**src/rtl/core/h3b_pkg.sv**
```systemverilog
// ----------------------------------------------------------------------------
// h3b_pkg
// Shared types, constants and helpers for the 3D histogram binner.
// ----------------------------------------------------------------------------
package h3b_pkg;

    localparam int MAX_X_BINS  = 32;
    localparam int MAX_Y_BINS  = 32;
    localparam int MAX_Z_BINS  = 32;
    localparam int COUNT_WIDTH = 32;

    localparam int STORE_DEPTH = MAX_X_BINS * MAX_Y_BINS * MAX_Z_BINS;
    localparam int ADDR_W      = (STORE_DEPTH > 1) ? $clog2(STORE_DEPTH) : 1;

    localparam int MAX_XY_BINS  = (MAX_X_BINS > MAX_Y_BINS) ? MAX_X_BINS : MAX_Y_BINS;
    localparam int MAX_ALL_BINS = (MAX_XY_BINS > MAX_Z_BINS) ? MAX_XY_BINS : MAX_Z_BINS;
    localparam int IDX_W        = (MAX_ALL_BINS > 1) ? $clog2(MAX_ALL_BINS) : 1;

    localparam int FIFO_DEPTH = 2;

    localparam logic [2:0][5:0] AXIS_MAX = {6'(MAX_Z_BINS), 6'(MAX_Y_BINS), 6'(MAX_X_BINS)};

    localparam logic [30:0] WIDTH_RST  = 31'd65536;
    localparam logic [17:0] COUNTS_RST = 18'd133152;

    typedef enum logic [1:0] {
        CMD_BIN   = 2'd0,
        CMD_CLEAR = 2'd1,
        CMD_READ  = 2'd2
    } cmd_t;

    typedef enum logic [1:0] {
        STAT_BINNED = 2'd0,
        STAT_MISSED = 2'd1,
        STAT_DONE   = 2'd2
    } status_t;

    typedef enum logic [2:0] {
        CFG_X_MIN      = 3'd0,
        CFG_Y_MIN      = 3'd1,
        CFG_Z_MIN      = 3'd2,
        CFG_X_WIDTH    = 3'd3,
        CFG_Y_WIDTH    = 3'd4,
        CFG_Z_WIDTH    = 3'd5,
        CFG_BIN_COUNTS = 3'd6
    } cfg_idx_t;

    typedef enum logic [2:0] {
        OP_HIT,
        OP_MISS,
        OP_CLEAR,
        OP_READ,
        OP_NOP
    } op_t;

    typedef struct packed {
        logic [2:0][31:0] axis_min;
        logic [2:0][30:0] axis_width;
        logic [2:0][5:0]  axis_count;
    } cfg_t;

    typedef struct packed {
        op_t               op;
        logic [ADDR_W-1:0] addr;
    } entry_t;

    function automatic logic [COUNT_WIDTH-1:0] sat_inc(input logic [COUNT_WIDTH-1:0] v);
        return (v == {COUNT_WIDTH{1'b1}}) ? v : v + COUNT_WIDTH'(1);
    endfunction

    function automatic logic [31:0] to_word(input logic [COUNT_WIDTH-1:0] v);
        logic [COUNT_WIDTH+31:0] ext;
        ext = {32'd0, v};
        return ext[31:0];
    endfunction

    function automatic logic [ADDR_W-1:0] bin_addr(input logic [IDX_W-1:0] xi,
                                                   input logic [IDX_W-1:0] yi,
                                                   input logic [IDX_W-1:0] zi);
        return ADDR_W'((32'(xi) * 32'(MAX_Y_BINS) + 32'(yi)) * 32'(MAX_Z_BINS) + 32'(zi));
    endfunction

endpackage

```
**src/rtl/core/h3b_fifo.sv**
```systemverilog
// ----------------------------------------------------------------------------
// h3b_fifo
// Short queue of classified words between the front and the back end.
// ----------------------------------------------------------------------------
module h3b_fifo
    import h3b_pkg::*;
(
    input  logic   aclk,
    input  logic   aresetn,
    input  logic   push_i,
    input  entry_t push_data_i,
    output logic   full_o,
    input  logic   pop_i,
    output entry_t head_o,
    output logic   empty_o
);

    localparam int PTR_W = (FIFO_DEPTH > 1) ? $clog2(FIFO_DEPTH) : 1;
    localparam int CNT_W = $clog2(FIFO_DEPTH + 1);

    entry_t             mem_reg [FIFO_DEPTH];
    logic [PTR_W-1:0]   wr_ptr_reg, wr_ptr_next;
    logic [PTR_W-1:0]   rd_ptr_reg, rd_ptr_next;
    logic [CNT_W-1:0]   count_reg, count_next;
    logic               do_push, do_pop;

    assign full_o  = (count_reg == CNT_W'(FIFO_DEPTH));
    assign empty_o = (count_reg == '0);
    assign head_o  = mem_reg[rd_ptr_reg];
    assign do_push = push_i && !full_o;
    assign do_pop  = pop_i && !empty_o;

    always_comb begin
        wr_ptr_next = wr_ptr_reg;
        rd_ptr_next = rd_ptr_reg;
        count_next  = count_reg;
        if (do_push) begin
            wr_ptr_next = (wr_ptr_reg == PTR_W'(FIFO_DEPTH - 1)) ? '0 : wr_ptr_reg + PTR_W'(1);
        end
        if (do_pop) begin
            rd_ptr_next = (rd_ptr_reg == PTR_W'(FIFO_DEPTH - 1)) ? '0 : rd_ptr_reg + PTR_W'(1);
        end
        if (do_push && !do_pop) begin
            count_next = count_reg + CNT_W'(1);
        end else if (do_pop && !do_push) begin
            count_next = count_reg - CNT_W'(1);
        end
    end

    always_ff @(posedge aclk) begin
        if (!aresetn) begin
            wr_ptr_reg <= '0;
            rd_ptr_reg <= '0;
            count_reg  <= '0;
        end else begin
            wr_ptr_reg <= wr_ptr_next;
            rd_ptr_reg <= rd_ptr_next;
            count_reg  <= count_next;
        end
    end

    always_ff @(posedge aclk) begin
        if (do_push) begin
            mem_reg[wr_ptr_reg] <= push_data_i;
        end
    end

    a_no_push_full: assert property (@(posedge aclk) disable iff (!aresetn)
        push_i |-> !full_o)
        else $error("push into full queue");

    a_no_pop_empty: assert property (@(posedge aclk) disable iff (!aresetn)
        pop_i |-> !empty_o)
        else $error("pop from empty queue");

    a_count_bound: assert property (@(posedge aclk) disable iff (!aresetn)
        count_reg <= CNT_W'(FIFO_DEPTH))
        else $error("queue count out of range");

endmodule

```
**config.mk**
```make
export PLATFORM = sky130hd
export DESIGN_NAME = h3b_fifo
export DESIGN_NICKNAME = d
export VERILOG_FILES = /design/src/rtl/core/h3b_pkg.sv /design/src/rtl/core/h3b_fifo.sv
export SDC_FILE = /design/constraint.sdc
export NUM_CORES = 1
export LEC_CHECK = 0
export ABC_CLOCK_PERIOD_IN_PS = 5300
export CAP_MARGIN = 20
export CORE_MARGIN = 8
export CORE_UTILIZATION = 61
export DETAILED_ROUTE_END_ITERATION = 10
export DONT_BUFFER_PORTS = 1
export GPL_ROUTABILITY_DRIVEN = 0
export GPL_TIMING_DRIVEN = 0
export PLACE_DENSITY_LB_ADDON = 0.12
export SETUP_SLACK_MARGIN = 0.02
export SYNTH_ARGS = -nofsm -noshare
export SYNTH_HDL_FRONTEND = slang
export SYNTH_SLANG_ARGS = --single-unit
```
**constraint.sdc**
```tcl
create_clock -name aclk -period 5.3 [get_ports aclk]
set_clock_uncertainty 0.2 [all_clocks]
set_input_delay 0 -clock aclk [delete_from_list [all_inputs] [get_ports aclk]]
set_output_delay 0 -clock aclk [all_outputs]
set_load 0.01 [all_outputs]
```
==> results_dict.tcl <==
set metrics [dict create \
    number_of_global_route_vias_before_repair 829 \
    detailroute.wirelength.met2_um 1436 \
    mostFrequentLayoutCell "sky130_fd_sc_hd__edfxtp_1" \
    synth_sequential_area_ratio 0.7719 \
    fin_worst_hold_slack_ns 0.1233 \
    utilization 0.7618 \
    rsz_0062_raised_after_global_routing "false" \
    setup_total_negative_slack_ns 0 \
    final_layout_size_suffix_gt1_frac 0.2523 \
    dieHeight_um 66.09 \
    layout_common_cells "sky130_fd_sc_hd__edfxtp_1, sky130_fd_sc_hd__dlygate4sd3_1, sky130_fd_sc_hd__mux2_2, sky130_fd_sc_hd__dfxtp_1, sky130_fd_sc_hd__clkbuf_4" \
    final_hold_viol_count 0 \
    timing.max_cap.violations 0 \
    synthesis.instances 81 \
    detail_route.wirelength_um 2647 \
    avgRoutedWirePerCell_um 18.77 \
    critical_path.top_delay_family "simple AND/OR/NAND/NOR gates" \
    numClockSinks 41 \
    design.portCount 42 \
    cp_data_required_time_ns 5.06 \
    vias 765 \
    critPathSlowestCell "sky130_fd_sc_hd__nor3_4" \
    groute.usage.overall 0.1280 \
    std_cell_rows 18 \
    h-tree-depth 2 \
    power-per-cell-area_mw_per_mm2 432.7 \
    yosysUniqueCellTypes 21 \
    cts_root_buf "sky130_fd_sc_hd__clkbuf_4" \
    slew_viol_final 0 \
    worstMarginPinSlew_ns 0.8855 \
    grt_antenna_before_repair 0 \
    worstPathBufferInverterCount 1 \
    routedLengthMet1_um 979 \
    syn-cell-area_mm2 0.001530 \
    drc 0 \
    seq_cells_post_synth 41 \
    peakVddDrop_mv 0.3932 \
    warnings_synthesis 0 \
    floorplan.core_area_mm2 0.002432 \
    dieWidth_um 66.09 \
    critical_path_arrival_ns 1.74 \
    achievable-frequency_mhz 505.5 \
    timing.hold.worst_path_depth 1 \
    cts_tree "built" \
    nNetsFinal 133 \
    syn-num-nets 104 \
    dr_wl_met3_um 199 \
    post-route-min-period_ns 1.978 \
    antenna_left 0 \
    endpoint_kind "flop" \
    worst_r2r_path_depth 3 \
    crit_path_start_kind "flop" \
    floorplan.die_area_mm2 0.004367 \
    report.final.setup_viol 0 \
    finish.instance_area_mm2 0.001853 \
    avgSynthCellArea_um2 18.89 \
    drt_first_iter_violations 6 \
    wire_length_of_the_first_global_routing_pass_um 4064 \
    start_util 0.6291 \
    clock_input_transition_at_the_sequential_cells_of_the_worst_setup_and_hold_paths_ns 0.11 \
    worstSetupPathType "reg2reg" \
    clk_path_buf_depth 2 \
    drt_pass1_iterations 3 \
    post-route-period-util 0.3732 \
    outcome "completed" \
    highest_layer "met4" \
    flow.area_growth_from_synthesis_pct 21.10 \
    min-delay-path-class "in2reg" \
    grt_max_degree 20 \
    hpwl_after_dpl_um 1733 \
    worstSetupPathDepth 3 \
    worstPathCellList "nand2b_1, inv_2, nor3_4" \
    total_leakage_power_nw 0.6424 \
    gr-total-overflow 0 \
    slowest_delay_ns 0.69 \
    cts-resized-gates 0 \
    worst-path-max-fanout 19 \
    largest_register_ff_count 36 \
    viasPerCell 5.426 \
    dpl_cell_area_mm2 0.001574 \
    slew_headroom 0.4077 \
    port-buffer-count 0 \
    diodes 0 \
    clk-insertion-delay-late_ns 0.32 \
    numCtsBuffers 5 \
]
==> what timing repair did <==
action / 4_1_cts / 5_1_grt
hold buffers: 22 / 0
endpoints found under the hold margin: 59 / 0
buffers inserted: 0 / 0
==> layout make-up <==
type / count / area, µm²
buffer: 2 / 12.51
tap: 30 / 37.54
clock buffer: 8 / 58.81
inverter: 2 / 7.507
fill: 149 / 579.3
sequential: 41 / 1181
timing repair buffer: 22 / 220.2
multi-input combinational: 36 / 335.3
==> worst paths after layout <==
check,from,endpoint,slack [ns]
setup / recovery,count_reg[0],mem_reg[0][17],3.32
hold / removal,push_data_i[13],mem_reg[1][13],0.12
setup reg to reg,count_reg[0],mem_reg[0][17],3.32
hold reg to reg,count_reg[1],count_reg[1],0.40
==> report_power, final <==
group          internal (mW)  total [mW]  switching (mW)
registers              0.408       0.427          0.0191
logic                 0.0983       0.222           0.123
clock network         0.0655       0.153          0.0872
==> stage by stage <==
step                std cells  power (mW)  setup WS (ns)
floorplan                  81      0.5976          3.339
global placement          111      0.6300          2.912
detailed placement        111      0.6403          3.335
CTS                       141      0.8097          3.320
global route              141      0.8425          3.178
finish                    141      0.8018          3.322
==> routing by layer <==
metal	GRT usage	vias to the layer above
li1	-	367
met1	0.1258	369
met2	0.2220	24
met3	0.05763	5
met4	0.06400	0
met5	0	-
==> cell usage after synthesis <==
| library cell | count | area share |
|---|---|---|
| sky130_fd_sc_hd__a21boi_0 | 1 | 0.0049 |
| sky130_fd_sc_hd__a21boi_1 | 1 | 0.0049 |
| sky130_fd_sc_hd__and2_1 | 3 | 0.012 |
| sky130_fd_sc_hd__and3_1 | 1 | 0.0041 |
| sky130_fd_sc_hd__buf_2 | 1 | 0.0033 |
| sky130_fd_sc_hd__buf_4 | 1 | 0.0049 |
| sky130_fd_sc_hd__dfxtp_1 | 5 | 0.065 |
| sky130_fd_sc_hd__edfxtp_1 | 36 | 0.71 |
| sky130_fd_sc_hd__ha_1 | 1 | 0.0082 |
| sky130_fd_sc_hd__inv_1 | 1 | 0.0025 |
| sky130_fd_sc_hd__inv_2 | 1 | 0.0025 |
| sky130_fd_sc_hd__mux2_2 | 18 | 0.13 |
| sky130_fd_sc_hd__nand2b_1 | 1 | 0.0041 |
| sky130_fd_sc_hd__nor2_1 | 2 | 0.0049 |
| sky130_fd_sc_hd__nor3_2 | 1 | 0.0065 |
| sky130_fd_sc_hd__o21a_1 | 1 | 0.0049 |
| sky130_fd_sc_hd__o21ai_0 | 1 | 0.0033 |
| sky130_fd_sc_hd__o21ai_1 | 1 | 0.0033 |
| sky130_fd_sc_hd__or3_1 | 1 | 0.0041 |
| sky130_fd_sc_hd__xnor2_1 | 2 | 0.011 |
| sky130_fd_sc_hd__xor2_1 | 1 | 0.0057 |
==> kinds of logic after synthesis <==
family	after synthesis	synth area share
AO/OA/AOI/OAI	5	0.02126
XOR/XNOR	3	0.01717
AND/OR/NAND/NOR	9	0.03599
multiplexers	18	0.1325
flip-flops	41	0.7719
adder cells (fa/ha/maj)	1	0.008175
buffers and inverters	4	0.01308
==> worst reg2reg max path, stage by stage, from the launching register on <==
cell and delay [ns]:
sky130_fd_sc_hd__dfxtp_1 0.44, sky130_fd_sc_hd__nand2b_1 0.19, sky130_fd_sc_hd__inv_2 0.09, sky130_fd_sc_hd__nor3_4 0.69
(Power assumes the default switching activity.)
