--- src/rtl/core/h3b_pkg.sv ---
// ----------------------------------------------------------------------------
// h3b_pkg
// Shared types, constants and helpers for the 3D histogram binner.
// ----------------------------------------------------------------------------
package h3b_pkg;

    localparam int MAX_X_BINS  = 32;
    localparam int MAX_Y_BINS  = 32;
    localparam int MAX_Z_BINS  = 32;
    localparam int COUNT_WIDTH = 32;

    localparam int STORE_DEPTH = MAX_X_BINS * MAX_Y_BINS * MAX_Z_BINS;
    localparam int ADDR_W      = (STORE_DEPTH > 1) ? $clog2(STORE_DEPTH) : 1;

    localparam int MAX_XY_BINS  = (MAX_X_BINS > MAX_Y_BINS) ? MAX_X_BINS : MAX_Y_BINS;
    localparam int MAX_ALL_BINS = (MAX_XY_BINS > MAX_Z_BINS) ? MAX_XY_BINS : MAX_Z_BINS;
    localparam int IDX_W        = (MAX_ALL_BINS > 1) ? $clog2(MAX_ALL_BINS) : 1;

    localparam int FIFO_DEPTH = 2;

    localparam logic [2:0][5:0] AXIS_MAX = {6'(MAX_Z_BINS), 6'(MAX_Y_BINS), 6'(MAX_X_BINS)};

    localparam logic [30:0] WIDTH_RST  = 31'd65536;
    localparam logic [17:0] COUNTS_RST = 18'd133152;

    typedef enum logic [1:0] {
        CMD_BIN   = 2'd0,
        CMD_CLEAR = 2'd1,
        CMD_READ  = 2'd2
    } cmd_t;

    typedef enum logic [1:0] {
        STAT_BINNED = 2'd0,
        STAT_MISSED = 2'd1,
        STAT_DONE   = 2'd2
    } status_t;

    typedef enum logic [2:0] {
        CFG_X_MIN      = 3'd0,
        CFG_Y_MIN      = 3'd1,
        CFG_Z_MIN      = 3'd2,
        CFG_X_WIDTH    = 3'd3,
        CFG_Y_WIDTH    = 3'd4,
        CFG_Z_WIDTH    = 3'd5,
        CFG_BIN_COUNTS = 3'd6
    } cfg_idx_t;

    typedef enum logic [2:0] {
        OP_HIT,
        OP_MISS,
        OP_CLEAR,
        OP_READ,
        OP_NOP
    } op_t;

    typedef struct packed {
        logic [2:0][31:0] axis_min;
        logic [2:0][30:0] axis_width;
        logic [2:0][5:0]  axis_count;
    } cfg_t;

    typedef struct packed {
        op_t               op;
        logic [ADDR_W-1:0] addr;
    } entry_t;

    function automatic logic [COUNT_WIDTH-1:0] sat_inc(input logic [COUNT_WIDTH-1:0] v);
        return (v == {COUNT_WIDTH{1'b1}}) ? v : v + COUNT_WIDTH'(1);
    endfunction

    function automatic logic [31:0] to_word(input logic [COUNT_WIDTH-1:0] v);
        logic [COUNT_WIDTH+31:0] ext;
        ext = {32'd0, v};
        return ext[31:0];
    endfunction

    function automatic logic [ADDR_W-1:0] bin_addr(input logic [IDX_W-1:0] xi,
                                                   input logic [IDX_W-1:0] yi,
                                                   input logic [IDX_W-1:0] zi);
        return ADDR_W'((32'(xi) * 32'(MAX_Y_BINS) + 32'(yi)) * 32'(MAX_Z_BINS) + 32'(zi));
    endfunction

endpackage

--- src/rtl/core/h3b_front.sv ---
// ----------------------------------------------------------------------------
// h3b_front
// Accepts words, computes per-axis bin indices with a shared restoring
// divider (one quotient bit per cycle), and queues the resulting operation.
// ----------------------------------------------------------------------------
module h3b_front
    import h3b_pkg::*;
(
    input  logic               aclk,
    input  logic               aresetn,
    input  cfg_t               cfg_i,
    input  logic               init_busy_i,
    input  logic               s_valid,
    output logic               s_ready,
    input  logic [1:0]         s_cmd,
    input  logic signed [31:0] s_x_coord,
    input  logic signed [31:0] s_y_coord,
    input  logic signed [31:0] s_z_coord,
    input  logic [4:0]         s_read_x_index,
    input  logic [4:0]         s_read_y_index,
    input  logic [4:0]         s_read_z_index,
    output logic               push_o,
    output entry_t             entry_o,
    input  logic               full_i
);

    localparam int DIV_W  = 31 + IDX_W;
    localparam int STEP_W = (IDX_W > 1) ? $clog2(IDX_W) : 1;

    typedef enum logic [2:0] {
        F_IDLE,
        F_SETUP,
        F_DIV,
        F_CHK,
        F_PUSH
    } fstate_t;

    typedef enum logic [1:0] {
        AX_X,
        AX_Y,
        AX_Z
    } axis_t;

    fstate_t           state_reg, state_next;
    axis_t             axis_reg, axis_next;
    logic [2:0][31:0]  coord_reg, coord_next;
    logic [31:0]       rem_reg, rem_next;
    logic [IDX_W-1:0]  q_reg, q_next;
    logic [STEP_W-1:0] step_reg, step_next;
    logic [IDX_W-1:0]  xi_reg, xi_next;
    logic [IDX_W-1:0]  yi_reg, yi_next;
    entry_t            entry_reg, entry_next;

    logic [31:0]       coord_sel;
    logic [31:0]       min_sel;
    logic [30:0]       width_sel;
    logic [5:0]        count_sel;
    logic [5:0]        max_sel;
    logic [5:0]        n_sel;
    logic [32:0]       diff;
    logic              ovf;
    logic [DIV_W-1:0]  shifted;
    logic [DIV_W-1:0]  rem_ext;
    logic [DIV_W-1:0]  rem_sub;
    logic              rd_in_range;

    assign s_ready = (state_reg == F_IDLE) && !init_busy_i;
    assign push_o  = (state_reg == F_PUSH) && !full_i;
    assign entry_o = entry_reg;

    always_comb begin
        coord_sel = coord_reg[axis_reg];
        min_sel   = cfg_i.axis_min[axis_reg];
        width_sel = cfg_i.axis_width[axis_reg];
        count_sel = cfg_i.axis_count[axis_reg];
        max_sel   = AXIS_MAX[axis_reg];
        n_sel     = (count_sel > max_sel) ? max_sel : count_sel;
        diff      = {coord_sel[31], coord_sel} - {min_sel[31], min_sel};
        ovf       = (diff[31:0] >> IDX_W) >= {1'b0, width_sel};
        shifted   = DIV_W'(width_sel) << step_reg;
        rem_ext   = DIV_W'(rem_reg);
        rem_sub   = rem_ext - shifted;
        rd_in_range = ({1'b0, s_read_x_index} < AXIS_MAX[0])
                   && ({1'b0, s_read_y_index} < AXIS_MAX[1])
                   && ({1'b0, s_read_z_index} < AXIS_MAX[2]);
    end

    always_comb begin
        state_next = state_reg;
        axis_next  = axis_reg;
        coord_next = coord_reg;
        rem_next   = rem_reg;
        q_next     = q_reg;
        step_next  = step_reg;
        xi_next    = xi_reg;
        yi_next    = yi_reg;
        entry_next = entry_reg;

        case (state_reg)
            F_IDLE: begin
                if (s_valid && s_ready) begin
                    coord_next = {s_z_coord, s_y_coord, s_x_coord};
                    axis_next  = AX_X;
                    entry_next.addr = bin_addr(IDX_W'(s_read_x_index),
                                               IDX_W'(s_read_y_index),
                                               IDX_W'(s_read_z_index));
                    case (cmd_t'(s_cmd))
                        CMD_BIN: begin
                            state_next = F_SETUP;
                        end
                        CMD_CLEAR: begin
                            entry_next.op = OP_CLEAR;
                            state_next    = F_PUSH;
                        end
                        CMD_READ: begin
                            entry_next.op = rd_in_range ? OP_READ : OP_NOP;
                            state_next    = F_PUSH;
                        end
                        default: begin
                            entry_next.op = OP_NOP;
                            state_next    = F_PUSH;
                        end
                    endcase
                end
            end
            F_SETUP: begin
                if (diff[32] || (width_sel == '0) || ovf) begin
                    entry_next.op = OP_MISS;
                    state_next    = F_PUSH;
                end else begin
                    rem_next   = diff[31:0];
                    q_next     = '0;
                    step_next  = STEP_W'(IDX_W - 1);
                    state_next = F_DIV;
                end
            end
            F_DIV: begin
                if (rem_ext >= shifted) begin
                    rem_next = rem_sub[31:0];
                    q_next   = q_reg | (IDX_W'(1) << step_reg);
                end
                if (step_reg == '0) begin
                    state_next = F_CHK;
                end else begin
                    step_next = step_reg - STEP_W'(1);
                end
            end
            F_CHK: begin
                if (6'(q_reg) < n_sel) begin
                    case (axis_reg)
                        AX_X: begin
                            xi_next    = q_reg;
                            axis_next  = AX_Y;
                            state_next = F_SETUP;
                        end
                        AX_Y: begin
                            yi_next    = q_reg;
                            axis_next  = AX_Z;
                            state_next = F_SETUP;
                        end
                        default: begin
                            entry_next.op   = OP_HIT;
                            entry_next.addr = bin_addr(xi_reg, yi_reg, q_reg);
                            state_next      = F_PUSH;
                        end
                    endcase
                end else begin
                    entry_next.op = OP_MISS;
                    state_next    = F_PUSH;
                end
            end
            F_PUSH: begin
                if (!full_i) begin
                    state_next = F_IDLE;
                end
            end
            default: begin
                state_next = F_IDLE;
            end
        endcase
    end

    always_ff @(posedge aclk) begin
        if (!aresetn) begin
            state_reg <= F_IDLE;
            axis_reg  <= AX_X;
        end else begin
            state_reg <= state_next;
            axis_reg  <= axis_next;
        end
        coord_reg <= coord_next;
        rem_reg   <= rem_next;
        q_reg     <= q_next;
        step_reg  <= step_next;
        xi_reg    <= xi_next;
        yi_reg    <= yi_next;
        entry_reg <= entry_next;
    end

endmodule

--- config.mk ---
export PLATFORM = sky130hd
export DESIGN_NAME = h3b_front
export DESIGN_NICKNAME = d
export VERILOG_FILES = /design/src/rtl/core/h3b_pkg.sv /design/src/rtl/core/h3b_front.sv
export SDC_FILE = /design/constraint.sdc
export NUM_CORES = 1
export LEC_CHECK = 0
export BUFFER_PORTS_ARGS = -buffer_cell sky130_fd_sc_hd__buf_2
export CORE_MARGIN = 10
export CORE_UTILIZATION = 50
export DETAILED_ROUTE_END_ITERATION = 6
export PLACE_DENSITY = 0.78
export SYNTH_ARGS = -nofsm -noshare
export SYNTH_HDL_FRONTEND = slang
export SYNTH_SLANG_ARGS = --single-unit
--- constraint.sdc ---
create_clock -name aclk -period 13.1 [get_ports aclk]
set_clock_uncertainty 0.1 [all_clocks]
set_input_delay 0.655 -clock aclk [delete_from_list [all_inputs] [get_ports aclk]]
set_output_delay 0.655 -clock aclk [all_outputs]
set_load 0.05 [all_outputs]
==> out/metrics.cfg <==
[placed_design]
place_area_um2 = 15200
io_buffer_count = 344
placedCellCount = 1965
routabilityCongestion = 0.979
pre_cts_slack_ns = 5.58
hpwlAfterDp_mm = 32.7

[power]
clock_power_share_pct = 32.3
powerDensity_nw_per_um2 = 99.2
swShare_pct = 32.2
power_mw = 1.56
p_leak_nw = 6.57
irDropWorstVdd_uv = 78.2
cell_internal_pwr_mw = 1.06
p_seq_share_pct = 40.7
switching_power_mw = 0.504
p_comb_share_pct = 27.0

[route]
met1Wirelength_mm = 17.6
drcViolationCount = 0
wl_per_cell_um = 20.6
vias = 11800
wl_met2_mm = 19.2
detail_route.first_pass.iterations = 6
first_iter_violations = 1152
finalWirelength_mm = 41.1
postRouteAntennaNets = 0
highest_layer = met4
vias_per_cell = 5.92
wl_met3_mm = 3.67

[layout]
finalNonFillerCells = 1997
ff_latch_area_um2 = 5030
fin_nets = 2079
multi_input_area_um2 = 7800
drive_gt1_share_pct = 27.1
syn2layout_area_growth_pct = 19.4
design_area_um2 = 15800
antennaDiodeCount = 0
nFillCells = 2173
largest_register_ff_count = 96

[synthesis]
syn_nets = 1773
yosys.cell_types.count = 71
yosys_most_used_dff = edfxtp_1
synthArstFlopShare_pct = 0
synth_top_family_by_area = compound AO/OA/AOI/OAI gates
synthAdderAreaFrac_pct = 10.1
synth_common_cells = edfxtp_1, mux2i_1, nor2_1
syn-mean-instance-area_um2 = 9.83
yosysSeqAreaShare_pct = 38.0
synth_xor_area_share_pct = 3.51
netlist_area_um2 = 13200
ys_warn_count = 0
syn_inst = 1343
synth_edf_count = 164
yosysMostFrequentCell = edfxtp_1
synth_area_leaders = edfxtp_1, mux2i_1, ha_1, a21oi_1, o21ai_0
yosys.area_share.simple_pct = 12.8
synthMuxAreaShare_pct = 15.5
yosysTopAreaCell = edfxtp_1
ys_seq_elements = 169
synth-compound-area-share_pct = 17.0
synth_top_area_share_pct = 37.3

[worst_setup_path]
path_delay_family = compound AO/OA/AOI/OAI gates
setup.worst_path.end_class = register
path_buf_inv = 2
ff2ff_path_depth = 23
rr_startpoint = axis_reg[0]
worstSetupPathType = register to register
cp_data_arrival_time_ns = 7.57
worstPathMaxFanout = 65
path_cells = nor2b_4 > buf_4 > a21oi_1 > ha_1 > a21oi_1 > nand2_1 > a21oi_1 > and4b_1 > a21oi_1 > o41ai_1 > o21bai_1 > mux2i_1 > nand2_1 > ha_1 > a21oi_1 > o21ai_0 > a2111oi_0 > a31oi_1 > a41oi_1 > a21oi_1 > or3_4 > o21ai_4 > buf_4
required_ns = 13.11
reg2reg_slack_ns = 5.54
cp_slowest_stage_delay_ns = 0.80
reg2reg_to = rem_reg[26]
cp_common_cell = a21oi_1
cpMaxStageDelayCell = nor2b_4
worstSetupStartpointType = register

[clock_network]
post_cts.repair.setup_buffers = 0
cts_root_buf = clkbuf_16
clkLatencyLatePin_ns = 0.44
clk_path_buf_depth = 2
htree_levels = 4
ctsResizeCount = 0
cts_tree = built
cts_hold_buf = 0
cts_made_buffers = 17
cts_sinks = 169
clkTransAtPathRegs_ns = 0.08

[timing]
rsz0062_at_grt = no
layout_setup_ws_ns = 5.54
finalSetupViolCount = 0
worst_pin_slew_ns = 1.15
finalCritPeriodShare_pct = 57.7
setup_tns_ns = 0
fin_crit_ns = 7.56
hold_viol = 0
max_freq_ghz = 0.132
slew_headroom_pct = 23.4
drv_slew = 0

[global_routing]
antenna_found_initial = 0
grt_pass1_vias = 11800
grt_overflow = 0
grt_util_all_layers_pct = 23.5
grt_max_degree = 83
grt_pass1_wl_mm = 63.2

[min_path]
whs_path_depth = 1
hp-start = s_x_coord[11]
hold-path-endpoint = coord_reg[11]
min_path_type = primary input to register

[run]
drv_cap = 0

[floorplan]
die_area_um2 = 33300
core_area_um2 = 26100
io_pins = 345
die_w_um = 183
row_count = 59
start_util_pct = 50.7
die_h_um = 183

[run_status]
outcome = finished clean

## worst max-delay path by stage
stage	from	to	slack [ns]	depth (start not counted)
4_1_cts	axis_reg[0]	rem_reg[19]	5.49	23
6_report	axis_reg[0]	rem_reg[26]	5.54	23
2_1_floorplan	axis_reg[1]	q_reg[0]	5.29	27
3_3_place_gp	axis_reg[0]	rem_reg[27]	5.79	23
5_1_grt	axis_reg[0]	rem_reg[17]	4.82	23
3_5_place_dp	axis_reg[0]	rem_reg[27]	5.58	23
## cells in the final DEF (no fill, tap or decap), types with 4 or more instances in the layout
| cell | n |
|---|---|
| edfxtp_1 | 164 |
| buf_2 | 344 |
| o21bai_1 | 13 |
| a21oi_1 | 116 |
| or3_1 | 12 |
| o21ai_0 | 102 |
| a211oi_1 | 9 |
| and3_1 | 5 |
| nor2b_1 | 17 |
| a21o_1 | 44 |
| nand3_1 | 13 |
| clkbuf_16 | 17 |
| mux2_2 | 32 |
| and2_1 | 4 |
| inv_1 | 39 |
| a31oi_1 | 14 |
| mux2i_1 | 130 |
| nor4_1 | 10 |
| nor3_1 | 17 |
| buf_4 | 9 |
| o21a_1 | 13 |
| nand2_1 | 118 |
| inv_6 | 5 |
| ha_1 | 103 |
| and4_1 | 4 |
| mux4_2 | 17 |
| nor2_1 | 122 |
| nand2b_1 | 12 |
| o2bb2ai_1 | 4 |
| xnor2_1 | 35 |
| xor2_1 | 18 |
| nand4_1 | 18 |
| or4_1 | 4 |
## through the flow
step | hold WS, ns | utilization (%)
after floorplan | 0.385 | -
after global placement | 0.433 | 58.3
after detailed placement | 0.439 | 58.3
after CTS | 0.275 | 60.5
after global routing | 0.266 | 60.5
final | 0.283 | 60.5
## routing by layer
metal,GRT usage [%],up-vias
li1,-,5656
met1,30.7,5582
met2,38.6,550
met3,5.54,40
met4,5.01,0
met5,0,-
## cell families (layout without fill, tap and decap cells)
group / after synthesis / count (layout)
muxes: 179 / 179
xor gates and xnor gates: 53 / 53
DFF: 169 / 169
adders and majority gates: 105 / 105
and+or+nand+nor: 366 / 366
AOI/OAI and AO/OA: 364 / 364
buffers and inverters: 107 / 426
## final cells by class
type	count	area share (%)
Multi-Input combinational cell	1067	49.4
Inverter	41	0.984
Tap cell	335	2.66
Timing Repair Buffer	353	11.3
Sequential cell	169	31.9
Clock buffer	17	2.70
Clock inverter	15	0.968
## power by group through the flow
stage	combinational (mW)	sequential, mW	clock [mW]
3_3_place_gp	0.404	0.648	0
3_5_place_dp	0.413	0.649	0
2_1_floorplan	0.267	0.659	0
6_report	0.422	0.637	0.505
4_1_cts	0.417	0.637	0.510
5_1_grt	0.467	0.638	0.534
Power figures use the tool's default switching activity.
